$ cat config.mk
export PLATFORM = sky130hd
export DESIGN_NAME = tfn_cross
export DESIGN_NICKNAME = d
export VERILOG_FILES = /design/src/rtl/tfn_pkg.sv /design/src/rtl/tfn_cross.sv
export SDC_FILE = /design/constraint.sdc
export NUM_CORES = 2
export LEC_CHECK = 0
export BUFFER_PORTS_ARGS = -buffer_cell sky130_fd_sc_hd__clkbuf_2
export CORE_MARGIN = 2
export CORE_UTILIZATION = 50
export CTS_BUF_LIST = sky130_fd_sc_hd__clkbuf_2 sky130_fd_sc_hd__clkbuf_4 sky130_fd_sc_hd__clkbuf_8
export DETAILED_ROUTE_END_ITERATION = 7
export PLACE_DENSITY = 0.67
export SLEW_MARGIN = 20
export SYNTH_ARGS = -nofsm -noshare
export SYNTH_HDL_FRONTEND = slang
export SYNTH_SLANG_ARGS = --single-unit
$ cat constraint.sdc
create_clock -name clk -period 2.93 [get_ports clk]
set_clock_uncertainty 0.1 [all_clocks]
set_input_delay 0.586 -clock clk [delete_from_list [all_inputs] [get_ports clk]]
set_output_delay 0.586 -clock clk [all_outputs]
set_load 0.02 [all_outputs]
$ cat src/rtl/tfn_pkg.sv
`default_nettype none
package tfn_pkg;

	localparam int IDX_W   = 24;
	localparam int POS_W   = 32;
	localparam int EDGE_W  = POS_W + 1;
	localparam int NRM_W   = 16;
	localparam int CROSS_W = 2 * NRM_W - 1;
	// Quotient of square over sum of squares, scaled by 2^30, and its root.
	localparam int QUO_W   = 2 * (NRM_W - 1) + 1;
	localparam int ROOT_W  = NRM_W;

	localparam logic [1:0] ST_OK        = 2'd0;
	localparam logic [1:0] ST_ZERO_EDGE = 2'd1;
	localparam logic [1:0] ST_COLLINEAR = 2'd2;

	typedef struct packed {
		logic        [IDX_W-1:0] index_a;
		logic        [IDX_W-1:0] index_b;
		logic        [IDX_W-1:0] index_c;
		logic signed [POS_W-1:0] ax;
		logic signed [POS_W-1:0] ay;
		logic signed [POS_W-1:0] az;
		logic signed [POS_W-1:0] bx;
		logic signed [POS_W-1:0] by_coord;
		logic signed [POS_W-1:0] bz;
		logic signed [POS_W-1:0] cx;
		logic signed [POS_W-1:0] cy;
		logic signed [POS_W-1:0] cz;
	} tfn_req_t;

	typedef struct packed {
		logic        [IDX_W-1:0] out_index_a;
		logic        [IDX_W-1:0] out_index_b;
		logic        [IDX_W-1:0] out_index_c;
		logic signed [NRM_W-1:0] normal_x;
		logic signed [NRM_W-1:0] normal_y;
		logic signed [NRM_W-1:0] normal_z;
		logic        [1:0]       status;
	} tfn_rsp_t;

endpackage
`default_nettype wire

$ cat src/rtl/tfn_cross.sv
`default_nettype none
module tfn_cross #(
	parameter int TW = 73
) (
	input  logic                                  clk,
	input  logic                                  arst_n,
	input  logic                                  in_vld,
	input  logic [2:0][tfn_pkg::NRM_W-1:0]        n0,
	input  logic [2:0][tfn_pkg::NRM_W-1:0]        n1,
	input  logic [TW-1:0]                         in_tag,
	output logic                                  out_vld,
	output logic [2:0][tfn_pkg::CROSS_W-1:0]      out_c,
	output logic [TW-1:0]                         out_tag
);
	import tfn_pkg::*;

	localparam int PW = 2 * NRM_W;
	// Unit inputs keep every component of the cross product within 2^29.
	localparam logic signed [CROSS_W-1:0] C_MAX = CROSS_W'(1) << (2 * NRM_W - 3);

	logic                  vld_s1, vld_s2;
	logic [TW-1:0]         tag_s1, tag_s2;
	logic [5:0][PW-1:0]    p_s1;
	logic [2:0][CROSS_W-1:0] c_s2;

	always_ff @(posedge clk or negedge arst_n) begin
		if (!arst_n) begin
			vld_s1 <= 1'b0;
			vld_s2 <= 1'b0;
		end else begin
			vld_s1 <= in_vld;
			vld_s2 <= vld_s1;
		end
	end

	always_ff @(posedge clk) begin
		tag_s1  <= in_tag;
		tag_s2  <= tag_s1;
		p_s1[0] <= PW'($signed(n0[1])) * PW'($signed(n1[2]));
		p_s1[1] <= PW'($signed(n0[2])) * PW'($signed(n1[1]));
		p_s1[2] <= PW'($signed(n0[2])) * PW'($signed(n1[0]));
		p_s1[3] <= PW'($signed(n0[0])) * PW'($signed(n1[2]));
		p_s1[4] <= PW'($signed(n0[0])) * PW'($signed(n1[1]));
		p_s1[5] <= PW'($signed(n0[1])) * PW'($signed(n1[0]));
		c_s2[0] <= CROSS_W'(p_s1[0] - p_s1[1]);
		c_s2[1] <= CROSS_W'(p_s1[2] - p_s1[3]);
		c_s2[2] <= CROSS_W'(p_s1[4] - p_s1[5]);
	end

	assign out_vld = vld_s2;
	assign out_c   = c_s2;
	assign out_tag = tag_s2;

	a_lat: assert property (@(posedge clk) disable iff (!arst_n)
		in_vld |-> ##2 out_vld)
		else $error("cross product lost a request");

	a_src: assert property (@(posedge clk) disable iff (!arst_n)
		out_vld |-> $past(in_vld, 2))
		else $error("cross product produced a request from nothing");

	a_range: assert property (@(posedge clk) disable iff (!arst_n)
		out_vld |-> ($signed(out_c[0]) <= C_MAX && $signed(out_c[0]) >= -C_MAX
			&& $signed(out_c[1]) <= C_MAX && $signed(out_c[1]) >= -C_MAX
			&& $signed(out_c[2]) <= C_MAX && $signed(out_c[2]) >= -C_MAX))
		else $error("cross product component out of range");

endmodule
`default_nettype wire

# Yosys cells after proc, flatten, opt, wreduce, memory -nomap -nowiden
# Index checks and enable logic that the tools add are counted.
[totals]
regBits = 427
word_cells = 22
out_inout_bits = 167
input_bits = 172
[classes]
add_sub_neg = 3
multipliers = 6
[op_table]
columns = ["cell", "n"]
rows = [
  ["$mul A16 B16 Y31", 6],
  ["$sub A31 B31 Y31", 3],
]

# Depth between registers and ports, before layout
[depth]
word_depth = 1
mapped_depth = 26
depth_no_buf = 24

# Least setup slack after synthesis
# Ideal clock, no wire load.
[synth_timing]
path_kind = "in2reg"
from = "in n1[1] (netlist bit)"
to = "reg p_s1[94] (netlist bit)"
t_arrival_ns = 6.186
setup_time_ns = 0.121
t_required_ns = 2.709
path_stages = 23
path_buffers = 1
setup_slack_ns = -3.477
path_cell_list = "clkbuf_1 > nand2_1 > fa_1 > fa_1 > fa_1 > inv_1 > fa_1 > fa_1 > inv_1 > fa_1 > inv_1 > ha_1 > o21a_1 > o21a_1 > nand3_1 > nor3_2 > nor2_1 > o31a_1 > o311a_1 > o31ai_2 > a21o_1 > a21oi_1 > xnor2_1"
[synth_via]
elab_chain_len = 1
[synth_rtl]
columns = ["element", "line_no", "source"]
rows = [
  ["start, declared", "tfn_cross.sv:9", "input logic [2:0][tfn_pkg::NRM_W-1:0] n1,"],
  ["$mul A16 B16 Y31", "tfn_cross.sv:41", "p_s1[2] <= PW'($signed(n0[2])) * PW'($signed(n1[0]));"],
  ["end, declared", "tfn_cross.sv:23", "logic [5:0][PW-1:0] p_s1;"],
]
# No other way between the ends.

# Worst setup path in the final report
[layout_timing]
from = "in n0[37] (netlist bit)"
to = "reg p_s1[93] (netlist bit)"
[layout_via]
elab_chain_len = 1
[layout_rtl]
columns = ["element", "line_no", "source"]
rows = [
  ["start, declared", "tfn_cross.sv:8", "input logic [2:0][tfn_pkg::NRM_W-1:0] n0,"],
  ["$mul A16 B16 Y31", "tfn_cross.sv:41", ""],
]
# No other way between the ends.

==> summary.md <==
| Metric | Value |
|---|---|
| WS Path Type | `in2reg` |
| Met3 WL | `13.7 mm` |
| Critical Path RT | `between 3 and 4 ns` |
| HPWL Detailed | `166 mm` |
| Count leader, synth | `inv_1` |
| CTS Sinks | `427` |
| Die height | `379 µm` |
| Number of global-route vias before repair | `60700` |
| Predominant post-synthesis flop cell | `dfxtp_1` |
| Worst setup EP type | `register` |
| Final setup vio count | `~170` |
| Critical path peak fanout | `7` |
| DRT Pass-1 Iters | `5` |
| Hold Crit Class | `in2reg` |
| H-Tree Depth | `3` |
| IO buf count | `338` |
| Cell variety after synth | `73` |
| Initial antenna violation count | `13` |
| Max Freq | `175 MHz` |
| Share of layout cells above drive strength 1 | `between 20% and 30%` |
| Die area | `about 0.14 mm²` |
| Core area | `around 0.14 mm²` |
| Asr flop ratio synth | `less than 1%` |
| Post-DR vias/cell | `5.07` |
| DRC violations left | `0` |
| Number of flops mapped to enable cells by yosys | `0` |
| Largest net degree at the start of global routing | `27` |
| Routed via count | `55000` |
| Max-cap violations | `0` |
| Fin worst setup slack | `-2.80 ns` |
| Final worst path period need | `5.73 ns` |
| Rows | `137` |
| Synthesized cell area | `0.0704 mm²` |
| Starting DRT DRC Count | `between 2000 and 3000` |
| GPL Wtd Cong | `between 0.9 and 1` |
| Final nets | `~11000` |
| Gr usage total | `between 20% and 30%` |
| Status | `finished, violations left` |
| Finished Core Util | `66.7%` |
| Clock Path Buffers | `3` |
| Most area-hungry cell type in the Yosys netlist | `fa_1` |
| Worst-path clk slew | `0.06 ns` |
| Remaining Overflow, GRT | `0` |
| Metal-1 WL | `79.4 mm` |
| Syn. warnings | `0` |
| WP data arrival | `roughly 6.4 ns` |
| Crit path launch type | `input port` |
| Tcrit/Tclk final | `196%` |
| Avg Cell Area, Syn | `9.42 µm²` |
| Top Layer Used | `met5` |
| Slew HR | `roughly a third` |
| IO Pins | `339` |
| Routed WL | `208 mm` |
| CTS tree | `yes` |
| Met2 wire len | `103 mm` |
| Slew @ Worst Pin | `0.976 ns` |
| Num CTS Buffers | `81` |
| Top cells by area, synth | `fa_1 (44%), dfxtp_1 (12%), ha_1 (10%), inv_1 (9.7%), and2_1 (6.4%)` |
| Synth Instances | `7473` |
| Final ANT Viol Nets | `0` |
| Failing checks | `negative setup slack` |
| RSZ-0062 raised after global routing | `yes` |
| Syn_nets | `approximately 9800` |
| Final hold vios | `0` |
| Clk_lat worst skew | `about 0.82 ns` |
| Top cells by count, synth | `inv_1 (1818), fa_1 (1539), nand2_1 (814), and2_1 (725), ha_1 (570)` |
| First-pass GRT wire length | `323 mm` |
| Max-slew violation count | `0` |
| DIE WIDTH | `around 380 µm` |
| WL/cell | `19.2 µm` |
| Seq cells post-synth | `around 430` |
| Synth-to-layout area growth | `32.3%` |
| Post-synth top area share | `a little over two fifths` |
| Final setup TNS | `-309.55 ns` |
| Seq/Total Area, Yosys | `12.2%` |
| Root buf cell | `clkbuf_8` |
| Initial Utilization | `50.4%` |
[what timing repair did]
action                                 in CTS  in global routing
hold buffers                               76                  0
setup buffers                             109                113
resized for setup                         442                647
endpoints found under the hold margin      76                  0
pin swaps                                 259                442
cloned                                     18                 12
setup endpoints to repair                 178                185
[through the flow]
stage	instance area, µm²	setup slack (ns)	hold slack [ns]	std cells
floorplan	73800	-3.25	0.190	7473
global route	93100	-2.95	0.146	10800
global placement	83900	-3.86	0.210	10400
detailed placement	83900	-3.92	0.212	10400
CTS	89800	-2.65	0.0819	10800
finish	93100	-2.80	0.149	10800
[layout by cell type, fill, tap and decap left out, types with 25 or more instances in the layout]
master / count
a21oi_2: 75
nor3_1: 26
clkbuf_2: 269
and2_4: 112
xnor2_2: 39
o21bai_1: 32
and2_1: 613
inv_1: 1683
a21o_1: 82
buf_6: 149
buf_4: 954
clkbuf_16: 26
a21oi_4: 28
o21ai_2: 26
o21a_1: 37
xnor2_1: 184
fa_1: 1459
ha_2: 25
fa_2: 80
nand2_1: 762
a21oi_1: 95
nor2_1: 160
nand2b_1: 63
xor2_1: 57
ha_4: 137
buf_12: 90
ha_1: 408
dlygate4sd3_1: 76
dfxtp_1: 418
o21ai_0: 47
nand2_2: 37
o21ai_1: 29
clkbuf_4: 36
clkbuf_8: 110
inv_2: 134
nand3_1: 25
[critical path: stages]
cell and delay (ns):
clkbuf_16 0.14, buf_6 0.12, and2_4 0.15, fa_1 0.48, inv_1 0.05, fa_2 0.54
fa_2 0.43, fa_1 0.54, inv_1 0.05, fa_2 0.53, fa_2 0.45, ha_4 0.18
or4_4 0.49, o21ai_4 0.18, a31oi_4 0.05, and2_4 0.17, o31ai_4 0.31, a311oi_4 0.16
a211oi_2 0.32, o21bai_1 0.14, a21oi_2 0.16, xnor2_1 0.12
[registers in the layout, summed over array words and instances, names as in the netlist]
register	count
out_c	93
out_tag	73
out_vld	1
p_s1	186
tag_s1	73
vld_s1	1
[kinds of logic (layout without fill, tap and decap cells)]
family	count (synthesis)	after routing	synth area share (%)
other	0	7	0
XOR/XNOR	306	306	3.81
adder cells (fa/ha/maj)	2109	2109	53.9
buffers and inverters	2109	3600	11.2
flip-flops	427	427	12.2
multiplexers	1	1	0.0142
AO/OA/AOI/OAI	569	569	5.17
AND/OR/NAND/NOR	1952	1952	13.7
[final timing paths]
path,start,endpoint,slack (ns),cells past startpoint
setup / recovery,n0[37],p_s1[93]$_DFF_P_,-2.80,22
hold / removal,n1[16],p_s1[32]$_DFF_P_,0.15,2
setup reg to reg,p_s1[161]$_DFF_P_,out_c[91]$_DFF_P_,-0.23,13
hold reg to reg,tag_s1[44]$_DFF_P_,out_tag[44]$_DFF_P_,0.16,0
max in group asynchronous,arst_n,out_vld$_DFF_PN0_,2.07,3
min in group asynchronous,arst_n,vld_s1$_DFF_PN0_,0.53,3
[per-layer routing]
| metal | vias to the layer above | global-route usage [%] |
|---|---|---|
| li1 | 24800 | - |
| met1 | 28000 | 35.6 |
| met2 | 1677 | 50.3 |
| met3 | 501 | 5.23 |
| met4 | 8 | 14.0 |
| met5 | - | 0 |
[area by class of cell]
type | instances | area (µm²)
fillers | 10700 | 46600
repair buffers | 1633 | 14500
clock buffers | 116 | 1480
flip-flops and latches | 427 | 8570
well taps | 1876 | 2350
multi-input cells | 4937 | 59000
inverters | 1819 | 6830
diodes | 7 | 17.5
clock inverters | 32 | 389
Power is not shown: default switching activity piles up to over one toggle a cycle in this logic, so the estimate is an artifact.
